[config.mk]
export PLATFORM = sky130hd
export DESIGN_NAME = position_history_click_detector_core
export DESIGN_NICKNAME = d
export VERILOG_FILES = /design/src/rtl/phcd_pkg.sv /design/src/rtl/phcd_ctrl.sv /design/src/rtl/phcd_datapath.sv /design/src/rtl/position_history_click_detector_core.sv
export SDC_FILE = /design/constraint.sdc
export NUM_CORES = 2
export LEC_CHECK = 0
export BUFFER_PORTS_ARGS = -buffer_cell sky130_fd_sc_hd__buf_2
export CORE_UTILIZATION = 67
export DETAILED_ROUTE_END_ITERATION = 8
export PLACE_DENSITY = 0.91
export REMOVE_ABC_BUFFERS = 1
export SYNTH_ARGS = -nofsm -noshare
export SYNTH_HDL_FRONTEND = slang
export SYNTH_SLANG_ARGS = --single-unit
[constraint.sdc]
create_clock -name clk -period 17.4 [get_ports clk]
set_input_delay 1.74 -clock clk [delete_from_list [all_inputs] [get_ports clk]]
set_output_delay 1.74 -clock clk [all_outputs]
set_load 0.1 [all_outputs]
[src/rtl/phcd_pkg.sv]
// ----------------------------------------------------------------------------
// phcd_pkg
// Shared types and constants for the position history click detector:
// operation codes, register indexes, reset values and the control/status
// bundles between the controller and the datapath.
// ----------------------------------------------------------------------------
package phcd_pkg;

	localparam int FUNC_W      = 3;
	localparam int CFG_INDEX_W = 2;
	localparam int CFG_DATA_W  = 32;
	localparam int TICK_W      = 32;
	localparam int BOUND_W     = 16;
	localparam int COUNT_OUT_W = 5;
	localparam int LANES       = 3;

	// lane order within a sample
	localparam int LANE_X = 0;
	localparam int LANE_Y = 1;
	localparam int LANE_Z = 2;

	typedef enum logic [FUNC_W-1:0] {
		FUNC_ADD   = 3'd0,
		FUNC_CLEAR = 3'd1,
		FUNC_FILL  = 3'd2,
		FUNC_CLICK = 3'd3,
		FUNC_TICK  = 3'd4
	} func_t;

	typedef enum logic [CFG_INDEX_W-1:0] {
		CFG_HOLDOFF    = 2'd0,
		CFG_CLICK_LOW  = 2'd1,
		CFG_CLICK_HIGH = 2'd2
	} cfg_index_t;

	localparam logic [TICK_W-1:0]         HOLDOFF_RESET    = 32'd500;
	localparam logic signed [BOUND_W-1:0] CLICK_LOW_RESET  = 16'sd25;
	localparam logic signed [BOUND_W-1:0] CLICK_HIGH_RESET = 16'sd100;

	typedef enum logic [2:0] {
		ST_IDLE,
		ST_READ_OLD,
		ST_UPDATE,
		ST_SWEEP,
		ST_DIV_LOAD,
		ST_DIVIDE,
		ST_AVERAGE,
		ST_FINISH
	} state_t;

	typedef struct packed {
		logic capture;
		logic read_old;
		logic update;
		logic sweep;
		logic div_load;
		logic div_step;
		logic average;
		logic finish;
	} cmd_t;

	typedef struct packed {
		logic full;
		logic sweep_last;
		logic div_last;
		logic out_free;
	} status_t;

endpackage

[src/rtl/phcd_ctrl.sv]
// ----------------------------------------------------------------------------
// phcd_ctrl
// Sequencer for one item: optional read of the oldest slot or fill sweep,
// optional state update, serial division of the three sums, then click test and result.
// ----------------------------------------------------------------------------
module phcd_ctrl (
	input  logic                          clk,
	input  logic                          arst_n,
	input  logic                          in_valid,
	input  logic [phcd_pkg::FUNC_W-1:0]   func,
	input  phcd_pkg::status_t             status,
	output logic                          in_stall,
	output phcd_pkg::cmd_t                cmd
);

	phcd_pkg::state_t state_q;
	phcd_pkg::state_t state_d;

	always_ff @(posedge clk or negedge arst_n) begin
		if (!arst_n) begin
			state_q <= phcd_pkg::ST_IDLE;
		end else begin
			state_q <= state_d;
		end
	end

	assign in_stall = (state_q != phcd_pkg::ST_IDLE);

	always_comb begin
		state_d = state_q;
		cmd     = '0;
		unique case (state_q)
			phcd_pkg::ST_IDLE: begin
				if (in_valid) begin
					cmd.capture = 1'b1;
					unique case (func)
						phcd_pkg::FUNC_ADD: begin
							state_d = status.full ? phcd_pkg::ST_READ_OLD
							                      : phcd_pkg::ST_UPDATE;
						end
						phcd_pkg::FUNC_CLEAR: state_d = phcd_pkg::ST_UPDATE;
						phcd_pkg::FUNC_FILL:  state_d = phcd_pkg::ST_SWEEP;
						default:              state_d = phcd_pkg::ST_DIV_LOAD;
					endcase
				end
			end
			phcd_pkg::ST_READ_OLD: begin
				cmd.read_old = 1'b1;
				state_d      = phcd_pkg::ST_UPDATE;
			end
			phcd_pkg::ST_SWEEP: begin
				cmd.sweep = 1'b1;
				if (status.sweep_last) begin
					state_d = phcd_pkg::ST_UPDATE;
				end
			end
			phcd_pkg::ST_UPDATE: begin
				cmd.update = 1'b1;
				state_d    = phcd_pkg::ST_DIV_LOAD;
			end
			phcd_pkg::ST_DIV_LOAD: begin
				cmd.div_load = 1'b1;
				state_d      = phcd_pkg::ST_DIVIDE;
			end
			phcd_pkg::ST_DIVIDE: begin
				cmd.div_step = 1'b1;
				if (status.div_last) begin
					state_d = phcd_pkg::ST_AVERAGE;
				end
			end
			phcd_pkg::ST_AVERAGE: begin
				cmd.average = 1'b1;
				state_d     = phcd_pkg::ST_FINISH;
			end
			phcd_pkg::ST_FINISH: begin
				// hold until the output register can take the result
				if (status.out_free) begin
					cmd.finish = 1'b1;
					state_d    = phcd_pkg::ST_IDLE;
				end
			end
			default: state_d = phcd_pkg::ST_IDLE;
		endcase
	end

endmodule

[src/rtl/phcd_datapath.sv]
// ----------------------------------------------------------------------------
// phcd_datapath
// History ring store, running sums, fill count, three-lane serial divider,
// click test with holdoff, configuration registers and the output register.
// ----------------------------------------------------------------------------
module phcd_datapath #(
	parameter int HISTORY_LENGTH = 16,
	parameter int COORD_BITS     = 16
) (
	input  logic                                clk,
	input  logic                                arst_n,
	input  phcd_pkg::cmd_t                      cmd,
	output phcd_pkg::status_t                   status,
	input  logic                                cfg_write_en,
	input  logic [phcd_pkg::CFG_INDEX_W-1:0]    cfg_index,
	input  logic [phcd_pkg::CFG_DATA_W-1:0]     cfg_data,
	input  logic [phcd_pkg::FUNC_W-1:0]         func,
	input  logic signed [COORD_BITS-1:0]        sample_x,
	input  logic signed [COORD_BITS-1:0]        sample_y,
	input  logic signed [COORD_BITS-1:0]        sample_z,
	output logic                                out_valid,
	input  logic                                out_stall,
	output logic signed [COORD_BITS-1:0]        smooth_x,
	output logic signed [COORD_BITS-1:0]        smooth_y,
	output logic signed [COORD_BITS-1:0]        smooth_z,
	output logic                                click,
	output logic [phcd_pkg::COUNT_OUT_W-1:0]    history_count
);

	localparam int SUM_W  = COORD_BITS + $clog2(HISTORY_LENGTH);
	localparam int CNT_W  = $clog2(HISTORY_LENGTH + 1);
	localparam int SLOT_W = (HISTORY_LENGTH > 1) ? $clog2(HISTORY_LENGTH) : 1;
	localparam int STEP_W = $clog2(SUM_W);
	localparam int WORD_W = phcd_pkg::LANES * COORD_BITS;
	localparam int DIF_W  = (COORD_BITS >= phcd_pkg::BOUND_W) ? COORD_BITS + 1
	                                                         : phcd_pkg::BOUND_W + 1;
	localparam int LANES  = phcd_pkg::LANES;

	localparam logic [SLOT_W-1:0]       LAST_SLOT  = SLOT_W'(HISTORY_LENGTH - 1);
	localparam logic [CNT_W-1:0]        FULL_COUNT = CNT_W'(HISTORY_LENGTH);
	localparam logic signed [SUM_W-1:0] HIST_LEN_S = SUM_W'(HISTORY_LENGTH);
	localparam logic [STEP_W-1:0]       LAST_STEP  = STEP_W'(SUM_W - 1);

	// captured item
	logic [phcd_pkg::FUNC_W-1:0]  func_q;
	logic signed [COORD_BITS-1:0] sample_q [LANES];

	// history state
	logic [WORD_W-1:0]            mem_q [HISTORY_LENGTH];
	logic [WORD_W-1:0]            rd_q;
	logic signed [SUM_W-1:0]      sum_q [LANES];
	logic [CNT_W-1:0]             count_q;
	logic [SLOT_W-1:0]            slot_q;
	logic [SLOT_W-1:0]            sweep_q;
	logic [phcd_pkg::TICK_W-1:0]  ticks_q;

	// configuration
	logic [phcd_pkg::TICK_W-1:0]         holdoff_q;
	logic signed [phcd_pkg::BOUND_W-1:0] click_low_q;
	logic signed [phcd_pkg::BOUND_W-1:0] click_high_q;

	// divider lanes
	logic [SUM_W-1:0]             dq_q  [LANES];
	logic [CNT_W-1:0]             rem_q [LANES];
	logic [LANES-1:0]             neg_q;
	logic [STEP_W-1:0]            step_q;
	logic signed [COORD_BITS-1:0] avg_q [LANES];

	// output register
	logic                         out_valid_q;
	logic signed [COORD_BITS-1:0] out_avg_q [LANES];
	logic                         click_q;
	logic [CNT_W-1:0]             out_count_q;

	logic                         full;
	logic [SLOT_W-1:0]            next_slot;
	logic [WORD_W-1:0]            sample_word;
	logic signed [SUM_W-1:0]      add_sum [LANES];
	logic signed [SUM_W-1:0]      fill_sum [LANES];
	logic [CNT_W:0]               trial [LANES];
	logic                         trial_ge [LANES];
	logic signed [DIF_W-1:0]      dif;
	logic                         click_fire;
	logic                         is_click;
	logic                         is_tick;

	assign full      = (count_q == FULL_COUNT);
	assign next_slot = (slot_q == LAST_SLOT) ? '0 : slot_q + 1'b1;

	always_comb begin
		for (int l = 0; l < LANES; l++) begin
			sample_word[l*COORD_BITS +: COORD_BITS] = sample_q[l];
			add_sum[l] = sum_q[l] + SUM_W'(sample_q[l])
				- (full ? SUM_W'($signed(rd_q[l*COORD_BITS +: COORD_BITS])) : '0);
			fill_sum[l] = SUM_W'(sample_q[l]) * HIST_LEN_S;
			trial[l]    = {rem_q[l], dq_q[l][SUM_W-1]};
			trial_ge[l] = (trial[l] >= {1'b0, count_q});
		end
	end

	assign dif = DIF_W'(avg_q[phcd_pkg::LANE_Y]) - DIF_W'(sample_q[phcd_pkg::LANE_Y]);
	assign is_click   = (func_q == phcd_pkg::FUNC_CLICK);
	assign is_tick    = (func_q == phcd_pkg::FUNC_TICK);
	assign click_fire = is_click && (ticks_q > holdoff_q)
		&& (dif > DIF_W'(click_low_q)) && (dif < DIF_W'(click_high_q));

	assign status.full       = full;
	assign status.sweep_last = (sweep_q == LAST_SLOT);
	assign status.div_last   = (step_q == LAST_STEP);
	assign status.out_free   = !out_valid_q || !out_stall;

	// captured item and divider working registers
	always_ff @(posedge clk) begin
		if (cmd.capture) begin
			func_q               <= func;
			sample_q[phcd_pkg::LANE_X] <= sample_x;
			sample_q[phcd_pkg::LANE_Y] <= sample_y;
			sample_q[phcd_pkg::LANE_Z] <= sample_z;
		end
		if (cmd.div_load) begin
			step_q <= '0;
			for (int l = 0; l < LANES; l++) begin
				neg_q[l] <= sum_q[l][SUM_W-1];
				dq_q[l]  <= sum_q[l][SUM_W-1] ? SUM_W'(-sum_q[l]) : SUM_W'(sum_q[l]);
				rem_q[l] <= '0;
			end
		end else if (cmd.div_step) begin
			step_q <= step_q + 1'b1;
			for (int l = 0; l < LANES; l++) begin
				// shift the dividend out, the quotient bit in
				dq_q[l]  <= {dq_q[l][SUM_W-2:0], trial_ge[l]};
				rem_q[l] <= trial_ge[l] ? CNT_W'(trial[l] - {1'b0, count_q})
				                        : CNT_W'(trial[l]);
			end
		end
		if (cmd.average) begin
			for (int l = 0; l < LANES; l++) begin
				if (count_q == '0) begin
					avg_q[l] <= '0;
				end else if (neg_q[l]) begin
					avg_q[l] <= -$signed(dq_q[l][COORD_BITS-1:0]);
				end else begin
					avg_q[l] <= $signed(dq_q[l][COORD_BITS-1:0]);
				end
			end
		end
	end

	// history store
	always_ff @(posedge clk) begin
		if (cmd.read_old) begin
			rd_q <= mem_q[next_slot];
		end
		if (cmd.sweep) begin
			mem_q[sweep_q] <= sample_word;
		end else if (cmd.update && func_q == phcd_pkg::FUNC_ADD) begin
			mem_q[next_slot] <= sample_word;
		end
	end

	always_ff @(posedge clk) begin
		if (cmd.capture) begin
			sweep_q <= '0;
		end else if (cmd.sweep) begin
			sweep_q <= sweep_q + 1'b1;
		end
	end

	// sums, count, write slot, tick counter
	always_ff @(posedge clk or negedge arst_n) begin
		if (!arst_n) begin
			for (int l = 0; l < LANES; l++) begin
				sum_q[l] <= '0;
			end
			count_q <= '0;
			slot_q  <= LAST_SLOT;
			ticks_q <= '0;
		end else begin
			if (cmd.update) begin
				case (func_q)
					phcd_pkg::FUNC_ADD: begin
						for (int l = 0; l < LANES; l++) begin
							sum_q[l] <= add_sum[l];
						end
						if (!full) begin
							count_q <= count_q + 1'b1;
						end
						slot_q <= next_slot;
					end
					phcd_pkg::FUNC_CLEAR: begin
						for (int l = 0; l < LANES; l++) begin
							sum_q[l] <= '0;
						end
						count_q <= '0;
						slot_q  <= LAST_SLOT;
					end
					phcd_pkg::FUNC_FILL: begin
						for (int l = 0; l < LANES; l++) begin
							sum_q[l] <= fill_sum[l];
						end
						count_q <= FULL_COUNT;
						slot_q  <= '0;
					end
					default: ;
				endcase
			end
			if (cmd.finish) begin
				if (click_fire) begin
					ticks_q <= '0;
				end else if (is_tick && ticks_q != '1) begin
					ticks_q <= ticks_q + 1'b1;
				end
			end
		end
	end

	// configuration registers
	always_ff @(posedge clk or negedge arst_n) begin
		if (!arst_n) begin
			holdoff_q    <= phcd_pkg::HOLDOFF_RESET;
			click_low_q  <= phcd_pkg::CLICK_LOW_RESET;
			click_high_q <= phcd_pkg::CLICK_HIGH_RESET;
		end else if (cfg_write_en) begin
			unique case (cfg_index)
				phcd_pkg::CFG_HOLDOFF:    holdoff_q    <= cfg_data[phcd_pkg::TICK_W-1:0];
				phcd_pkg::CFG_CLICK_LOW:  click_low_q  <= $signed(cfg_data[phcd_pkg::BOUND_W-1:0]);
				phcd_pkg::CFG_CLICK_HIGH: click_high_q <= $signed(cfg_data[phcd_pkg::BOUND_W-1:0]);
				default: ;
			endcase
		end
	end

	// output register
	always_ff @(posedge clk or negedge arst_n) begin
		if (!arst_n) begin
			out_valid_q <= 1'b0;
		end else if (cmd.finish) begin
			out_valid_q <= 1'b1;
		end else if (!out_stall) begin
			out_valid_q <= 1'b0;
		end
	end

	always_ff @(posedge clk) begin
		if (cmd.finish) begin
			for (int l = 0; l < LANES; l++) begin
				out_avg_q[l] <= avg_q[l];
			end
			click_q     <= click_fire;
			out_count_q <= count_q;
		end
	end

	assign out_valid     = out_valid_q;
	assign smooth_x      = out_avg_q[phcd_pkg::LANE_X];
	assign smooth_y      = out_avg_q[phcd_pkg::LANE_Y];
	assign smooth_z      = out_avg_q[phcd_pkg::LANE_Z];
	assign click         = click_q;
	assign history_count = phcd_pkg::COUNT_OUT_W'(out_count_q);

endmodule

[src/rtl/position_history_click_detector_core.sv]
// ----------------------------------------------------------------------------
// position_history_click_detector_core
// Moving average of a tracked 3D cursor over the last HISTORY_LENGTH samples,
// with a click test on smoothed y against a ray y. One result per item.
// The block works on one item at a time. Tick, click test and unused codes
// run the divider load, division, averaging and finish steps; add and clear
// put a state update before them, an add into a full history also reads the
// oldest slot first, and fill sweeps the history store before its update.
// The serial divider produces one quotient bit per cycle over SUM_W =
// COORD_BITS + clog2(HISTORY_LENGTH) bits for all three averages at once,
// and the fill sweep writes one slot per cycle. A finished result waits in
// the output register while the next item is already being worked on.
// ----------------------------------------------------------------------------
module position_history_click_detector_core #(
	parameter int HISTORY_LENGTH = 16,
	parameter int COORD_BITS     = 16
) (
	input  logic                                clk,
	input  logic                                arst_n,
	input  logic                                cfg_write_en,
	input  logic [phcd_pkg::CFG_INDEX_W-1:0]    cfg_index,
	input  logic [phcd_pkg::CFG_DATA_W-1:0]     cfg_data,
	input  logic                                in_valid,
	output logic                                in_stall,
	input  logic [phcd_pkg::FUNC_W-1:0]         func,
	input  logic signed [COORD_BITS-1:0]        sample_x,
	input  logic signed [COORD_BITS-1:0]        sample_y,
	input  logic signed [COORD_BITS-1:0]        sample_z,
	output logic                                out_valid,
	input  logic                                out_stall,
	output logic signed [COORD_BITS-1:0]        smooth_x,
	output logic signed [COORD_BITS-1:0]        smooth_y,
	output logic signed [COORD_BITS-1:0]        smooth_z,
	output logic                                click,
	output logic [phcd_pkg::COUNT_OUT_W-1:0]    history_count
);

	phcd_pkg::cmd_t    cmd;
	phcd_pkg::status_t status;

	phcd_ctrl u_ctrl (
		.clk      (clk),
		.arst_n   (arst_n),
		.in_valid (in_valid),
		.func     (func),
		.status   (status),
		.in_stall (in_stall),
		.cmd      (cmd)
	);

	phcd_datapath #(
		.HISTORY_LENGTH (HISTORY_LENGTH),
		.COORD_BITS     (COORD_BITS)
	) u_datapath (
		.clk           (clk),
		.arst_n        (arst_n),
		.cmd           (cmd),
		.status        (status),
		.cfg_write_en  (cfg_write_en),
		.cfg_index     (cfg_index),
		.cfg_data      (cfg_data),
		.func          (func),
		.sample_x      (sample_x),
		.sample_y      (sample_y),
		.sample_z      (sample_z),
		.out_valid     (out_valid),
		.out_stall     (out_stall),
		.smooth_x      (smooth_x),
		.smooth_y      (smooth_y),
		.smooth_z      (smooth_z),
		.click         (click),
		.history_count (history_count)
	);

endmodule

# Yosys cells after proc, flatten, opt, wreduce, memory -nomap -nowiden
# Memory sizes are Yosys's and may differ from the RTL's. A register that Yosys moved wholly into a read port is not among the register bits.
# Index checks and enable logic that the tools add are counted.
# W data, S select, Z words.
# word_totals
register_bits	190
latch_bits	0
mem_bits_rw	987
mem_bits_ro	0
inputBits	90
output_inout_bits	56
word_cells	203
memories	6
# memory_table
name	words	word_bits	read_ports	rd_clocked_by_memory_dff	wr	line	rtl
u_datapath.mem_q	16	48	1	1	1	phcd_datapath.sv:49	logic [WORD_W-1:0] mem_q [HISTORY_LENGTH];
u_datapath.dq_q	3	20	3	0	3	phcd_datapath.sv:63	logic [SUM_W-1:0] dq_q [LANES];
u_datapath.avg_q	3	16	3	0	3	phcd_datapath.sv:67	logic signed [COORD_BITS-1:0] avg_q [LANES];
u_datapath.out_avg_q	3	16	3	0	3	phcd_datapath.sv:71	logic signed [COORD_BITS-1:0] out_avg_q [LANES];
u_datapath.sample_q	3	16	3	0	3	phcd_datapath.sv:46	logic signed [COORD_BITS-1:0] sample_q [LANES];
u_datapath.rem_q	3	5	3	0	3	phcd_datapath.sv:64	logic [CNT_W-1:0] rem_q [LANES];
# op_classes
addsub	21
multipliers	0
div_mod_pow	0
magnitude_cmp	6
eq_ne	26
shift	0
muxes	91
n_bitwise	12
reduce_logical	24
# op_table
op	n
$mux W20	9
$pmux W60 S3	1
$mux W16	6
$mux W32	2
$add A20 B20 Y20	3
$neg A20 Y20	3
$sub A20 B20 Y20	3
$mux W1	54
$mux W48	1
$neg A16 Y16	3
$reduce_or A48 Y1	1
$mux W5	7
$add A32 B1 Y32 const B	1
$gt A32 B32 Y1	1
$ne A32 B32 Y1 const B	1
$pmux W3 S8	1
$ge A6 B5 Y1	3
$gt A17 B16 Y1	1
$lt A17 B16 Y1	1
$sub A16 B16 Y17	1
$eq A3 B2 Y1 const B	5
$eq A3 B3 Y1 const B	5
$pmux W5 S3	1
$sub A5 B5 Y5	3
26 further kinds	63

# Longest topological paths before layout
# logic_depth
ltp_word	8
ltp_mapped	22
ltp_nobuf	20

# Cells and area by module
# From an unflattened synthesis, not the netlist that was laid out.
# hier_totals
hier_cells	3717
area_unflattened_um2	55737.2
# modules_own_cells
mod	instances	cells_per_inst	area_each_um2	seq_area_each_um2
phcd_datapath	1	3680	55440.7	35794.3
phcd_ctrl	1	37	296.5	75.1

# Worst setup path before layout
# Ideal clock, no wire load.
# synth_path
path_kind	register to register
start	register u_ctrl.state_q[1]
end	register u_ctrl.state_q[1]
setup_time_ps	131
arrival_ps	5305
required_ps	17269
setup_slack_ps	11965
path_stages_with_launch	8
n_path_buf	1
period_less_slack_ps	5435
cell_sequence	dfrtp_1 -> clkbuf_1 -> nor2_1 -> nand2_1 -> o221ai_1 -> o21ai_0 -> a211oi_1 -> o21ai_0
# synth_between
elab_chain_len	3
elab_cells_between_ends	14
classes_between	eq/ne: 11; mux: 1; reduce/logical: 2
# synth_rtl
element	line	rtl
start: declaration	phcd_ctrl.sv:16	phcd_pkg::state_t state_q;
start signal: assignment	phcd_ctrl.sv:21	state_q <= phcd_pkg::ST_IDLE;
start signal: assignment	phcd_ctrl.sv:23	state_q <= state_d;
$eq A3 B2 Y1 (tied with other cells)	phcd_ctrl.sv:32	unique case (state_q)
$ne A2 B2 Y1 (no source line)	--	
$reduce_and A4 Y1 (no source line)	--	
# Several ways; a longest one is shown, not always the timed one.
# A chain may end at the register's enable or synchronous reset.

==> run_results.csv <==
group,metric,value,unit
run_status,outcome,"complete, but fails checks",
run_status,failed_checks,"design-rule violations",
layout,fillers,4220,
sta,max_freq,154,MHz
detailed_routing,route.detailed.drc,104,
power_and_ir_drop,power.ir.vdd_worst,169,uV
sta,period_share,37.2,%
sta,setup_violations,0,
yosys,synth_top_area_cell,"edfxtp_1",
placed_design,port_buffers,145,
detailed_routing,detail_route.iter0.violations,5507,
clock_tree,cts_max_path_buffers,3,
floorplan,num_rows,105,
floorplan,floorplan.die.height,290,um
placed_design,placed_area,57800,um2
clock_tree,clock_insertion_delay_worst_skew,0.72,ns
run,cap_viol_max_count,0,
yosys,synth-seq-cells,1225,
power_and_ir_drop,p_leak,0.0225,uW
floorplan,initial_standard_cell_utilization_of_the_core,67.8,%
floorplan,die_area,84300,um2
floorplan,core_area,82100,um2
clock_tree,clock_tree_from_tritoncts,"built",
global_route,global_route.overflow_total,0,
placed_design,final_replace_weighted_congestion,0.902,
setup_path,critical_path.endpoint_type,"flip-flop",
yosys,postSynthCellCount,3724,
sta,layout_min_cycle_time,6.48,ns
yosys,yosys_warnings,0,
sta,setup_repair_after_global_routing_missed_its_margin,"false",
global_route,combined_global_route_utilization_of_all_metal_layers,36.4,%
detailed_routing,via_count,36058,
clock_tree,numCtsBuffers,117,
layout,design_area,61600,um2
setup_path,timing.critical_path.arrival,6.98,ns
global_route,grt_pass1_wl,226,mm
layout,stdcell_count,5077,
setup_path,worst_ep_required_time,17.90,ns
sta,worst_slew_pin_slew,1.21,ns
clock_tree,post_cts_resized,0,
yosys,post_synth_num_cell_types,76,
setup_path,path_class,"reg2reg",
yosys,synthTopCellsByArea,"edfxtp_1 56%, mux4_2 9.7%, dfrtp_1 6.9%, ha_1 3.8%, inv_1 2.3%",
yosys,synth.most_common_cell,"edfxtp_1",
setup_path,startpoint_type,"flip-flop",
power_and_ir_drop,p_comb_share,42.1,%
clock_tree,clk_pin_slew,0.06,ns
sta,slew_viol_final,0,
yosys,synth.cells.most_frequent,"1047 x edfxtp_1, 340 x inv_1, 240 x mux4_2, 225 x nand2_1, 204 x o21ai_0",
power_and_ir_drop,power_report.internal_total,7090,uW
global_route,antenna_found_initial,8,
power_and_ir_drop,clockPowerShare,21.9,%
setup_path,worst-r2r-cell-count,19,
yosys,synthesis.area_per_instance,14.9,um2
placed_design,placed_instance_count,4849,
sta,hold_viol_final,0,
sta,fin_skew,0.0356,ns
detailed_routing,via_per_inst,7.10,
detailed_routing,ant_nets,0,
detailed_routing,routedWlPerCell,30.0,um
power_and_ir_drop,p_seq_share,36.0,%
detailed_routing,detailedRoute.firstPassIterationCount,9,
hold_path,timing.hold.worst.class,"reg2reg",
sta,slew-limit-headroom,19.3,%
yosys,asyncSetResetFlopFracSynth,13.8,%
floorplan,io_pins,146,
hold_path,worst_hold_path.num_cells,0,
clock_tree,postCtsHoldBufs,0,
power_and_ir_drop,power.share.switching,38.8,%
power_and_ir_drop,power.density_cell_area,188,nW/um2
layout,layout-area-overhead-vs-synth,10.7,%
clock_tree,post_cts.repair.setup_buffers,0,
yosys,synth_edf_count,1047,
setup_path,cp_max_fo,24,
clock_tree,cts.htree.levels,3,
yosys,synth.yosys.seq_area_share,64.4,%
detailed_routing,routed_wirelength,152,mm
global_route,vias_in_the_first_global_route,36547,
yosys,synthesized_cell_area,55700,um2
layout,final_layout_size_suffix_gt1_share,18.1,%
yosys,synth_flop_cell,"edfxtp_1",
power_and_ir_drop,switching_power,4500,uW
layout,final_net_count,4218,
clock_tree,clkSinkCount,1225,
global_route,grt_start_max_net_pins,105,
floorplan,die_w,290,um
placed_design,dp_hpwl,82.9,mm
yosys,synth_top_cell_area_share,56.5,%
clock_tree,cts_root_buf,"clkbuf_16",
## registers in the layout (all words and copies together) (netlist names), 2 cells and up, named ones only
| signal | cells |
|---|---|
| u_datapath.count_q | 5 |
| u_datapath.func_q | 3 |
| u_datapath.dq_q | 60 |
| u_datapath.rem_q | 15 |
| u_datapath.out_avg_q | 48 |
| u_datapath.slot_q | 4 |
| u_datapath.mem_q | 768 |
| u_datapath.click_high_q | 16 |
| u_datapath.ticks_q | 32 |
| u_datapath.rd_q | 48 |
| u_datapath.history_count | 5 |
| u_datapath.holdoff_q | 32 |
| u_datapath.step_q | 5 |
| u_ctrl.state_q | 2 |
| u_datapath.sum_q | 60 |
| u_datapath.neg_q | 3 |
| u_datapath.sample_q | 48 |
| u_datapath.click_low_q | 16 |
| u_datapath.avg_q | 48 |
| u_datapath.sweep_q | 4 |
## through the flow
stage | util, % | hold slack, ns | power, uW | worst slack, ns | TNS, ns
detailed placement | 70.4 | 0.405 | 8650 | 11.08 | 0
CTS | 75.0 | 0.408 | 11400 | 11.02 | 0
global placement | 70.4 | 0.403 | 8330 | 11.34 | 0
global route | 75.0 | 0.425 | 12000 | 10.51 | 0
finish | 75.1 | 0.408 | 11600 | 10.92 | 0
floorplan | - | 0.400 | 7940 | -6.25 | -2456.45
## layer usage
layer  vias up  global-route usage [%]  share of wire (%)
li1      14372                       -                  -
met2      3320                    56.1                 46
met4        10                    20.7                7.0
met5         -                       0              0.038
met3       927                    9.66                 13
met1     17429                    47.3                 34
## power groups by stage
stage	Sequential, uW	Clock, uW	Combinational (uW)
CTS	4150	2530	4720
floorplan	4270	0	3670
global placement	4160	0	4180
global route	4200	2640	5130
detailed placement	4190	0	4460
finish	4170	2540	4890
## final timing paths
kind,slack (ns),startpoint,endpoint
worst min register to register,0.41,u_datapath.avg_q[0][3]$_DFFE_PP_,u_datapath.out_avg_q[0][3]$_DFFE_PP_
worst max-delay path,10.92,u_datapath.sample_q[0][16]$_DFFE_PP_,u_datapath.ticks_q[9]$_DFFE_PN0P_
min in group asynchronous,0.96,arst_n,u_datapath.click_low_q[2]$_DFFE_PN0P_
worst min-delay path,0.41,u_datapath.avg_q[0][3]$_DFFE_PP_,u_datapath.out_avg_q[0][3]$_DFFE_PP_
max in group asynchronous,15.15,arst_n,u_datapath.sum_q[17]$_DFFE_PN0P_
worst max register to register,10.92,u_datapath.sample_q[0][16]$_DFFE_PP_,u_datapath.ticks_q[9]$_DFFE_PN0P_
## worst max-delay path: stages, from the launching register on
cell	delay, ns
edfxtp_1	0.65
ha_1	0.35
fa_1	0.43
nor2b_1	0.12
o21ai_0	0.11
a21boi_0	0.30
o21ai_0	0.18
a211oi_1	0.38
a2111oi_0	0.19
o41ai_1	0.48
xor2_1	0.25
ha_1	0.29
a21o_1	0.17
a211o_1	0.31
a311oi_1	0.26
a21oi_1	0.07
o41ai_1	0.07
o211a_1	0.41
and2_0	0.96
o21ai_0	0.28
## layout by cell type (no fill, tap or decap), types with 12 or more instances in the layout
master     instances
edfxtp_1        1047
inv_1            339
mux4_2           240
nand2_1          223
o21ai_0          203
nor2_1           179
ha_1             167
dfrtp_1          153
buf_2            144
a21oi_1          130
clkbuf_16        118
xnor2_1           98
xor2_1            61
fa_1              61
and2_1            56
buf_4             47
nand3_1           46
a21o_1            44
mux2_2            37
nand4_1           36
nor3_1            35
o31ai_1           33
a221oi_1          29
clkbuf_1          26
clkinv_1          25
nor2b_1           23
o21a_1            23
or3_1             22
or2_2             21
and3_1            20
nand2b_1          20
nor2_4            19
clkinv_2          18
a31oi_1           16
dfstp_2           16
nor4_1            15
o22ai_1           14
o41ai_1           13
o211ai_1          12
mux2i_1           12
## cells by family after synthesis
logic type / share of synthesized area, %
xor+xnor: 2.52
fa+ha+maj: 5.97
flops: 64.4
compound gates: 6.59
simple gates: 6.51
mux: 10.7
buf+inv: 3.32
## final cells by class
cell class / instances / area [um2] / share of cell area (%)
Inverter: 341 / 1280 / 2.08
Clock inverter: 68 / 607 / 0.985
Sequential cell: 1225 / 35900 / 58.2
Antenna cell: 6 / 15.0 / 0.0244
Tap cell: 1070 / 1340 / 2.17
Timing Repair Buffer: 194 / 1130 / 1.84
Clock buffer: 153 / 3170 / 5.15
Multi-Input combinational cell: 2020 / 18200 / 29.5
No activity file was read; power rests on OpenSTA's default activity.
